<file path="config.mk">
export PLATFORM = sky130hd
export DESIGN_NAME = hit_bitmap_report_compactor
export DESIGN_NICKNAME = d
export VERILOG_FILES = /design/src/hbrc_pkg.sv /design/src/hbrc_queue.sv /design/src/hbrc_front.sv /design/src/hbrc_back.sv /design/src/hit_bitmap_report_compactor.sv
export SDC_FILE = /design/constraint.sdc
export NUM_CORES = 1
export LEC_CHECK = 0
export CORE_ASPECT_RATIO = 2
export CORE_MARGIN = 5
export CORE_UTILIZATION = 40
export DETAILED_ROUTE_END_ITERATION = 7
export DONT_BUFFER_PORTS = 1
export PLACE_DENSITY = 0.58
export SYNTH_ARGS = -nofsm -noshare
export SYNTH_HDL_FRONTEND = slang
export SYNTH_SLANG_ARGS = --single-unit
</file>
<file path="constraint.sdc">
create_clock -name clk -period 7.5 [get_ports clk]
set_clock_uncertainty 0.2 [all_clocks]
set_input_delay 1.5 -clock clk [delete_from_list [all_inputs] [get_ports clk]]
set_output_delay 1.5 -clock clk [all_outputs]
set_load 0.005 [all_outputs]
</file>
<file path="src/hbrc_pkg.sv">
package hbrc_pkg;

  localparam int SLICE_BITS_DEF  = 48;
  localparam int SLICE_COUNT_DEF = 256;

  localparam int HITS_W     = 48;
  localparam int SLICE_W    = 8;
  localparam int INDEX_W    = 14;
  localparam int SEG_W      = 26;
  localparam int POS_W      = 24;
  localparam int REPORT_W   = INDEX_W + SEG_W + POS_W;
  localparam int COUNT_W    = 32;
  localparam int BIT_W      = $clog2(HITS_W);
  localparam int QUEUE_DEPTH = 2;

  localparam logic [COUNT_W-1:0] COUNT_MAX = {COUNT_W{1'b1}};

  localparam logic KIND_HIT   = 1'b0;
  localparam logic KIND_COUNT = 1'b1;

  typedef struct packed {
    logic [SEG_W-1:0]   segment_index;
    logic [POS_W-1:0]   model_position;
    logic [SLICE_W-1:0] slice_number;
    logic [HITS_W-1:0]  slice_hits;
    logic               end_of_batch;
  } in_item_t;

  typedef struct packed {
    logic                result_kind;
    logic [REPORT_W-1:0] packed_report;
    logic [COUNT_W-1:0]  slot_or_count;
    logic                last_of_run;
  } out_item_t;

  typedef struct packed {
    logic [HITS_W-1:0]  hits;
    logic [INDEX_W-1:0] base_cell;
    logic [SEG_W-1:0]   segment;
    logic [POS_W-1:0]   position;
    logic               eob;
  } q_entry_t;

  typedef struct packed {
    logic     valid;
    q_entry_t entry;
  } q_push_t;

  typedef struct packed {
    logic     valid;
    q_entry_t entry;
  } q_head_t;

endpackage

</file>
<file path="src/hbrc_queue.sv">
module hbrc_queue (
  input  logic             clk,
  input  logic             rst_n,
  input  hbrc_pkg::q_push_t push,
  input  logic             pop,
  output logic             full,
  output hbrc_pkg::q_head_t head
);

  localparam int DEPTH = hbrc_pkg::QUEUE_DEPTH;
  localparam int PTR_W = (DEPTH > 1) ? $clog2(DEPTH) : 1;
  localparam int CNT_W = $clog2(DEPTH + 1);

  hbrc_pkg::q_entry_t entry_r [DEPTH];
  logic [PTR_W-1:0] wr_ptr_r, wr_ptr_nxt;
  logic [PTR_W-1:0] rd_ptr_r, rd_ptr_nxt;
  logic [CNT_W-1:0] cnt_r, cnt_nxt;
  logic             do_push, do_pop;

  assign full       = (cnt_r == CNT_W'(DEPTH));
  assign head.valid = (cnt_r != '0);
  assign head.entry = entry_r[rd_ptr_r];

  assign do_push = push.valid && !full;
  assign do_pop  = pop && head.valid;

  always_comb begin
    wr_ptr_nxt = wr_ptr_r;
    rd_ptr_nxt = rd_ptr_r;
    cnt_nxt    = cnt_r;
    if (do_push) begin
      wr_ptr_nxt = (wr_ptr_r == PTR_W'(DEPTH - 1)) ? '0 : wr_ptr_r + PTR_W'(1);
    end
    if (do_pop) begin
      rd_ptr_nxt = (rd_ptr_r == PTR_W'(DEPTH - 1)) ? '0 : rd_ptr_r + PTR_W'(1);
    end
    if (do_push && !do_pop) begin
      cnt_nxt = cnt_r + CNT_W'(1);
    end else if (do_pop && !do_push) begin
      cnt_nxt = cnt_r - CNT_W'(1);
    end
  end

  always_ff @(posedge clk) begin
    if (!rst_n) begin
      wr_ptr_r <= '0;
      rd_ptr_r <= '0;
      cnt_r    <= '0;
    end else begin
      wr_ptr_r <= wr_ptr_nxt;
      rd_ptr_r <= rd_ptr_nxt;
      cnt_r    <= cnt_nxt;
    end
  end

  always_ff @(posedge clk) begin
    if (do_push) begin
      entry_r[wr_ptr_r] <= push.entry;
    end
  end

endmodule

</file>
<file path="src/hbrc_front.sv">
module hbrc_front #(
  parameter int SLICE_BITS  = hbrc_pkg::SLICE_BITS_DEF,
  parameter int SLICE_COUNT = hbrc_pkg::SLICE_COUNT_DEF
) (
  input  logic               in_valid,
  input  hbrc_pkg::in_item_t in_item,
  input  logic               q_full,
  output logic               in_stall,
  output hbrc_pkg::q_push_t  push
);

  localparam int HW = hbrc_pkg::HITS_W;
  localparam int IW = hbrc_pkg::INDEX_W;
  localparam logic [HW-1:0] SLICE_MASK = {HW{1'b1}} >> (HW - SLICE_BITS);

  logic          slice_ok;
  logic [HW-1:0] hits_m;
  logic [IW-1:0] base_cell;

  assign slice_ok  = ({1'b0, in_item.slice_number} < 9'(SLICE_COUNT));
  assign hits_m    = slice_ok ? (in_item.slice_hits & SLICE_MASK) : '0;
  assign base_cell = IW'(IW'(in_item.slice_number) * IW'(SLICE_BITS));

  assign in_stall = q_full;

  // drop slices that produce no result
  assign push.valid          = in_valid && !q_full && ((|hits_m) || in_item.end_of_batch);
  assign push.entry.hits      = hits_m;
  assign push.entry.base_cell = base_cell;
  assign push.entry.segment   = in_item.segment_index;
  assign push.entry.position  = in_item.model_position;
  assign push.entry.eob       = in_item.end_of_batch;

endmodule

</file>
<file path="src/hbrc_back.sv">
module hbrc_back (
  input  logic                clk,
  input  logic                rst_n,
  input  hbrc_pkg::q_head_t   q_head,
  output logic                pop,
  output logic                out_valid,
  input  logic                out_stall,
  output hbrc_pkg::out_item_t out_item
);

  localparam int HW = hbrc_pkg::HITS_W;
  localparam int BW = hbrc_pkg::BIT_W;
  localparam int IW = hbrc_pkg::INDEX_W;
  localparam int CW = hbrc_pkg::COUNT_W;

  logic                busy_r, busy_nxt;
  hbrc_pkg::q_entry_t  cur_r, cur_nxt;
  logic [CW-1:0]       count_r, count_nxt;
  logic                out_valid_r, out_valid_nxt;
  hbrc_pkg::out_item_t out_r, out_nxt;

  logic          adv;
  logic [HW-1:0] hits_rest;
  logic [BW-1:0] bit_idx;
  logic [IW-1:0] cell_idx;

  assign adv       = !out_valid_r || !out_stall;
  assign hits_rest = cur_r.hits & (cur_r.hits - HW'(1));
  assign cell_idx  = cur_r.base_cell + IW'(bit_idx);
  assign pop       = !busy_r && q_head.valid;

  always_comb begin
    bit_idx = '0;
    for (int b = HW - 1; b >= 0; b--) begin
      if (cur_r.hits[b]) begin
        bit_idx = BW'(b);
      end
    end
  end

  always_comb begin
    busy_nxt      = busy_r;
    cur_nxt       = cur_r;
    count_nxt     = count_r;
    out_valid_nxt = out_valid_r && out_stall;
    out_nxt       = out_r;
    if (pop) begin
      busy_nxt = 1'b1;
      cur_nxt  = q_head.entry;
    end else if (busy_r && adv) begin
      out_valid_nxt = 1'b1;
      if (|cur_r.hits) begin
        out_nxt.result_kind   = hbrc_pkg::KIND_HIT;
        out_nxt.packed_report = {cur_r.position, cur_r.segment, cell_idx};
        out_nxt.slot_or_count = count_r;
        out_nxt.last_of_run   = (hits_rest == '0) && !cur_r.eob;
        cur_nxt.hits          = hits_rest;
        if (count_r != hbrc_pkg::COUNT_MAX) begin
          count_nxt = count_r + CW'(1);
        end
        if ((hits_rest == '0) && !cur_r.eob) begin
          busy_nxt = 1'b0;
        end
      end else begin
        out_nxt.result_kind   = hbrc_pkg::KIND_COUNT;
        out_nxt.packed_report = '0;
        out_nxt.slot_or_count = count_r;
        out_nxt.last_of_run   = 1'b1;
        count_nxt             = '0;
        busy_nxt              = 1'b0;
      end
    end
  end

  always_ff @(posedge clk) begin
    if (!rst_n) begin
      busy_r      <= 1'b0;
      count_r     <= '0;
      out_valid_r <= 1'b0;
    end else begin
      busy_r      <= busy_nxt;
      count_r     <= count_nxt;
      out_valid_r <= out_valid_nxt;
    end
  end

  always_ff @(posedge clk) begin
    cur_r <= cur_nxt;
    out_r <= out_nxt;
  end

  assign out_valid = out_valid_r;
  assign out_item  = out_r;

endmodule

</file>
<file path="src/hit_bitmap_report_compactor.sv">
// A slice's first result passes through the queue, cur_r and the output register.
// Slices that yield nothing are dropped at the input, one per cycle unless the queue is full;
//   others give one result per set bit, plus one more when end_of_batch is set,
//   one result per cycle from the bit-scan unit while out_stall is low; a 2-entry queue decouples input.
// Reset: synchronous, active low; clears the queue, report counter and output valid.
module hit_bitmap_report_compactor #(
  parameter int SLICE_BITS  = hbrc_pkg::SLICE_BITS_DEF,
  parameter int SLICE_COUNT = hbrc_pkg::SLICE_COUNT_DEF
) (
  input  logic                clk,
  input  logic                rst_n,
  input  logic                in_valid,
  output logic                in_stall,
  input  hbrc_pkg::in_item_t  in_item,
  output logic                out_valid,
  input  logic                out_stall,
  output hbrc_pkg::out_item_t out_item
);

  hbrc_pkg::q_push_t push;
  hbrc_pkg::q_head_t q_head;
  logic              q_full;
  logic              pop;

  hbrc_front #(
    .SLICE_BITS  (SLICE_BITS),
    .SLICE_COUNT (SLICE_COUNT)
  ) u_front (
    .in_valid (in_valid),
    .in_item  (in_item),
    .q_full   (q_full),
    .in_stall (in_stall),
    .push     (push)
  );

  hbrc_queue u_queue (
    .clk   (clk),
    .rst_n (rst_n),
    .push  (push),
    .pop   (pop),
    .full  (q_full),
    .head  (q_head)
  );

  hbrc_back u_back (
    .clk       (clk),
    .rst_n     (rst_n),
    .q_head    (q_head),
    .pop       (pop),
    .out_valid (out_valid),
    .out_stall (out_stall),
    .out_item  (out_item)
  );

endmodule

</file>
Word level (Yosys, flattened, before mapping)
Memories as Yosys holds them, arrays and structs flattened. A register that Yosys moved wholly into a read port is not among the register bits.
Cells that the tools add are included.
{ "classes": {"eq_ne": 4, "add_sub_neg": 7, "n_mux": 68, "bitwise": 2, "multipliers": 1, "n_reduce_logical": 30} }
{ "op_table": {"columns": ["op", "n"], "rows": [
  ["$mux 6", 48],
  ["$mux 48", 3],
  ["$mux 98", 1],
  ["$reduce_or 48->1", 2],
  ["$mux 32", 2],
  ["$and 48x48->48", 1],
  ["$logic_not 48->1", 1],
  ["$sub 48x1->48 const B", 1],
  ["$add 32x1->32 const B", 1],
  ["$ne 32x32->1 const B", 1],
  ["$add 14x6->14", 1],
  ["$mux 1", 12],
  ["$logic_and 1x1->1", 10],
  ["$mul 8x2->10 const B", 1],
  ["$reduce_bool 2->1", 4],
  ["$logic_not 1->1", 7],
  ["$reduce_and 2->1", 3],
  ["$mux 2", 2],
  ["$ne 3x3->1 const B", 1],
  ["$reduce_and 3->1", 1],
  ["$add 1x1->1 const B", 2],
  ["$add 2x1->2 const B", 1],
  ["$eq 2x2->1 const B", 1],
  ["$logic_or 1x1->1", 2],
  ["other kinds (3)", 3]
]} }
{ "word_totals": {"out_inout_bits": 100, "ramBits": 218, "input_bits": 111, "regBits": 249, "elab_cells": 128, "mem_count": 1} }
{ "memory_table": {"columns": ["name", "words", "word_bits", "rd", "rd_clocked_by_memory_dff", "wr", "line", "rtl"], "rows": [
  ["u_queue.entry_r", 2, 109, 1, 1, 1, "hbrc_queue.sv:14", "hbrc_pkg::q_entry_t entry_r [DEPTH];"]
]} }

Logic depth before layout (Yosys ltp)
{ "logic_depth": {"ltp_word": 50, "depth_mapped": 13, "mapped_depth_nobuf": 11} }

Hierarchy
A second synthesis with hierarchy kept.
{ "hier_totals": {"cells_unflattened": 1410, "hier_area_um2": 20483.4} }
{ "by_module_without_submodules": {"columns": ["module", "seq_area_each_um2", "instances", "cells_each", "area_per_inst_um2"], "rows": [
  ["hbrc_back", 7016.7, 1, 867, 10545.1],
  ["hbrc_queue", 6886.6, 1, 377, 8683.3],
  ["hbrc_front", 0.0, 1, 166, 1255.0]
]} }

Worst setup path after synthesis
OpenSTA, ideal clock, no wires.
{ "synth_timing": {"path_type": "input to register", "start": "input port in_item[9] (netlist bit)", "end": "memory u_queue.entry_r[0][0] (netlist bit) (enable)", "setup_ns": 0.591, "t_arrival_ns": 6.878, "cell_stages": 5, "path_slack_ns": -0.169, "path_cell_list": "nor4_1 -> nand4_1 -> nor4_1 -> nor3b_1 -> nor2b_1"} }
{ "synth_via": {"elab_chain_cells": 6} }
{ "synth_rtl": {"columns": ["item", "line", "rtl"], "rows": [
  ["start, declared", "hit_bitmap_report_compactor.sv:14", "input hbrc_pkg::in_item_t in_item,"],
  ["$reduce_or 48->1", "hbrc_front.sv:27", "assign push.valid = in_valid && !q_full && ((|hits_m) || in_item.end_of_batch);"],
  ["$logic_or 1x1->1", "hbrc_front.sv:27", null],
  ["$logic_and 1x1->1", "hbrc_front.sv:27", null],
  ["$logic_and 1x1->1", "hbrc_queue.sv:24", "assign do_push = push.valid && !full;"],
  ["net u_queue.do_push", "hbrc_queue.sv:18", "logic do_push, do_pop;"],
  ["$mux 1", "hbrc_queue.sv:57", "if (do_push) begin"],
  ["$mux 1 (not written as such)", "hbrc_queue.sv:58", "entry_r[wr_ptr_r] <= push.entry;"],
  ["end, declared", "hbrc_queue.sv:14", null]
]} }
The timed path passes the listed nets, and every way through them passes these cells.

Final worst setup path
{ "layout_timing": {"start": "input port in_item[38] (netlist bit)", "end": "memory u_queue.entry_r[1][52] (netlist bit) (enable)"} }
The elaborated chain is that of the path after synthesis.

==> results by group <==
Detailed routing
  – Via count: 10010
  – Total wire length: 42520 µm
  – Wl on met1: 14100 µm
  – Via-to-Cell Ratio: around 5.4
  – Highest routed layer: met4
  – Final antenna-violating net count: 0
  – First-pass DRT Iterations: 5
  – Met3 wire len: around 2900 µm
  – WL/cell: 22.79 µm
  – Met2 WL: 23880 µm
  – Drt drc: 0
  – Starting DRT DRC Count: just under 800

Synth
  – Largest family of logic cells by synthesized area: simple AND/OR/NAND/NOR gates
  – Complex-gate fraction of the synthesized area: under 10%
  – XOR/XNOR Fraction of Synth Area: around 1.6%
  – Synth Area in Adders: under 10%
  – Post-synth EDFFs: 425
  – Cell area after synthesis: around 0.019 mm²
  – Simple-gate portion of the synthesized area: between 10% and 20%
  – Ys Warns: 0
  – Sequential-to-total area share from yosys stat: between 70% and 80%
  – Mux cell area share after synthesis: 6.291%
  – Cells after synthesis: around 1200
  – Syn avg cell area: around 15 µm²
  – Share of flip-flops with an asynchronous set or reset: 0%
  – Mapped Nets: 1335
  – Number of synthesized register bits: about 460
  – Post-synth top flop: edfxtp_1
  – Unique masters post-synth: between 70 and 80

Critical path
  – Critical path's largest stage delay: roughly 0.64 ns
  – CP Capture Type: flop
  – Critical path fanouts, max: 55
  – Crit path kind: in2reg
  – CP Data Arrival Time: just over 4 ns
  – Worst reg-to-reg setup slack: 3.60 ns
  – CP required: between 7 and 8 ns
  – Worst Reg2Reg Path Length in Cells: 7
  – Most used cell, CP: nor4_1
  – RR Endpoint: u_back.busy_r$_SDFFE_PN0P_
  – RR Startpoint: u_back.cur_r[67]$_DFFE_PP_
  – Slowest-stage cell, CP: nor4_1
  – CP Cell Sequence: nor4_1, nand4_1, nor4_1, nor3b_1, and2_4, buf_4
  – Crit path launch type: input port

Placement
  – GP Congestion: 0.8929
  – DP HPWL: 30000 µm
  – IO buf count: 0
  – Placed cells: 1794
  – Pre-CTS WS: around 2.8 ns

Worst hold path
  – Hold path depth: 0
  – Min-delay worst type: reg2reg
  – Worst Hold Launch: u_back.count_r[31]$_SDFFE_PN0P_
  – Worst Hold End: u_back.out_item[32]$_DFFE_PP_

Power and ir drop
  – Total power: 7.821 mW
  – Max IR drop VDD: 253.8 µV
  – P_leak: 6.503 nW
  – Power per Cell Area: between 300 and 400 mW/mm²

Job
  – MaxCap Viol Count: 0

STA
  – Fin crit period: slightly above 4 ns
  – Slew headroom: 17.17%
  – Fin Setup TNS: 0 ns
  – Setup violations, final: 0
  – Final Hold Fails: 0
  – RSZ-0062 raised after global routing: false
  – Tightest Pin Transition: between 1 and 1.5 ns
  – Highest Clock Rate: 247.1 MHz
  – Final period util: 53.95%
  – Pins Over Slew Limit: 0
  – PnR worst setup slack: between 3 and 4 ns
  – Hold WS: slightly below 0.3 ns

Clock network
  – Clk Latency, worst-skew pair: 0.56 ns
  – Clock Pin Slew Worst Setup and Hold Paths: 0.07 ns
  – # Post-CTS Setup Buffers: 0
  – Clk Tree Root Cell: clkbuf_16
  – H-tree levels: 2
  – CTS tree: yes
  – PostCTS Resize Cnt: 0
  – CTS Buffer Depth: 3
  – # clock sinks: 464
  – Num CTS Buffers: 40
  – Cts-stage hold buffer count: 0

Floorplanning
  – Standard-cell rows: between 100 and 150
  – Die Span X: approximately 160 µm
  – # IOs: 211
  – Vert. Die Dim: 314.8 µm
  – Die area: 0.05111 mm²
  – Core area: 0.04597 mm²
  – Starting Density: between 40% and 50%

Layout
  – Post-Layout Cell Count: approximately 1900
  – Area delta synth->final: 10.68%
  – Share of cells above drive strength 1: around an eighth
  – Antenna cells: 0
  – Final nets: 1341

GRT
  – Vias in the first global route: between 10000 and 15000
  – Initial antenna violation count: 1
  – Total GRT Usage: 16.26%
  – First-pass GRT wire length: 62750 µm
  – Total gr overflow: 0
  – Pin count of the biggest net entering global routing: 80

Status
  – Status: complete, no violations
==> sequential cells by signal, indices dropped and copies added, names as in the netlist, named ones only <==
| register | count |
|---|---|
| u_back.busy_r | 1 |
| u_back.count_r | 32 |
| u_back.cur_r | 109 |
| u_back.out_item | 98 |
| u_back.out_valid | 1 |
| u_queue.cnt_r | 2 |
| u_queue.entry_r | 218 |
| u_queue.rd_ptr_r | 1 |
| u_queue.wr_ptr_r | 1 |
==> cells in the mapped netlist, types with 8 or more instances <==
cell / number / area (µm²)
o211ai_1: 11 / 82.58
a211oi_1: 12 / 90.09
or4_1: 9 / 67.56
dfxtp_1: 39 / 780.8
xor2_1: 18 / 157.7
nor4_1: 25 / 156.4
nand4_1: 19 / 118.9
edfxtp_1: 425 / 12760
a21oi_1: 36 / 180.2
o21ai_0: 63 / 315.3
ha_1: 13 / 162.7
mux2i_1: 47 / 470.5
nand2_1: 29 / 108.9
and3_1: 8 / 50.05
and2_1: 57 / 356.6
mux2_2: 61 / 686.9
or3_1: 18 / 112.6
buf_1: 8 / 30.03
nor2b_1: 17 / 106.4
clkbuf_1: 33 / 123.9
nor3_1: 24 / 120.1
inv_1: 26 / 97.59
nand3_1: 36 / 180.2
nor2_1: 61 / 229.0
xnor2_1: 16 / 140.1
==> placed cells by master, fill, tap and decap left out, types with 5 or more instances in the layout <==
cell type,synthesis,routed
o311ai_0,5,5
or3_1,18,18
nand3_1,36,36
nor3_1,24,24
and3_1,8,8
o211ai_1,11,11
nor4_1,25,25
dfxtp_1,39,38
edfxtp_1,425,425
xor2_1,18,18
clkbuf_1,33,9
nand2_1,29,29
mux2_2,61,61
o31ai_1,6,6
a211oi_1,12,12
clkinv_2,0,7
nor2b_1,17,16
xnor2_1,16,16
and4_1,6,6
nor2_1,61,61
or4_1,9,9
o21ai_0,63,62
buf_4,0,7
nand4_1,19,19
clkbuf_16,0,40
a21oi_1,36,36
a21o_1,6,6
mux2i_1,47,47
and2_1,57,56
inv_1,26,25
ha_1,13,13
==> worst max-delay path: cells and delay by family <==
kind	cells	cell delay (ns)
and+or+nand+nor	5	2.02
buffers and inverters	1	0.49
==> per-layer routing <==
| layer | track usage (%) | up-vias |
|---|---|---|
| met2 | 31.44 | 299 |
| met3 | 4.696 | 76 |
| met1 | 15.86 | 4953 |
| met5 | 0 | - |
| li1 | - | 4686 |
| met4 | 6.581 | 0 |
==> stage by stage <==
stage | instance area [µm²] | utilization (%)
floorplan | 18580 | -
global placement | 19290 | 41.96
detailed placement | 19290 | 41.96
CTS | 20560 | 44.73
global route | 20560 | 44.73
finish | 20560 | 44.73
==> how the worst max path moves through the flow <==
stage / from / endpoint / slack, ns / cells past startpoint
floorplan: out_stall / u_back.cur_r[100]$_DFFE_PP_ / 1.72 / 3
detailed placement: in_item[38] / u_queue.entry_r[1][20]$_DFFE_PP_ / 2.75 / 6
global route: u_back.cur_r[67]$_DFFE_PP_ / u_back.busy_r$_SDFFE_PN0P_ / 3.29 / 7
finish: in_item[38] / u_queue.entry_r[1][52]$_DFFE_PP_ / 3.45 / 6
global placement: in_item[38] / u_queue.entry_r[1][19]$_DFFE_PP_ / 2.84 / 6
CTS: in_item[38] / u_queue.entry_r[1][11]$_DFFE_PP_ / 3.34 / 6
==> where the power goes <==
group / switching (mW) / internal, mW / total [mW]
sequential: 0.544 / 3.73 / 4.28
clock: 0.928 / 1.10 / 2.03
combinational: 0.935 / 0.579 / 1.51
==> logic make-up after synthesis <==
family	count (synthesis)
AO/OA/AOI/OAI	179
XOR/XNOR	34
adder cells (fa/ha/maj)	16
buffers and inverters	72
flip-flops	464
multiplexers	109
AND/OR/NAND/NOR	335
==> final cells by class <==
class / count / area [µm²]
Timing Repair Buffer: 8 / 72.57
Multi-Input combinational cell: 673 / 4783
Fill cell: 4050 / 25410
Clock inverter: 23 / 237.7
Sequential cell: 464 / 13550
Tap cell: 621 / 777.0
Inverter: 28 / 108.9
Clock buffer: 49 / 1035
Power figures use the tool's default switching activity.
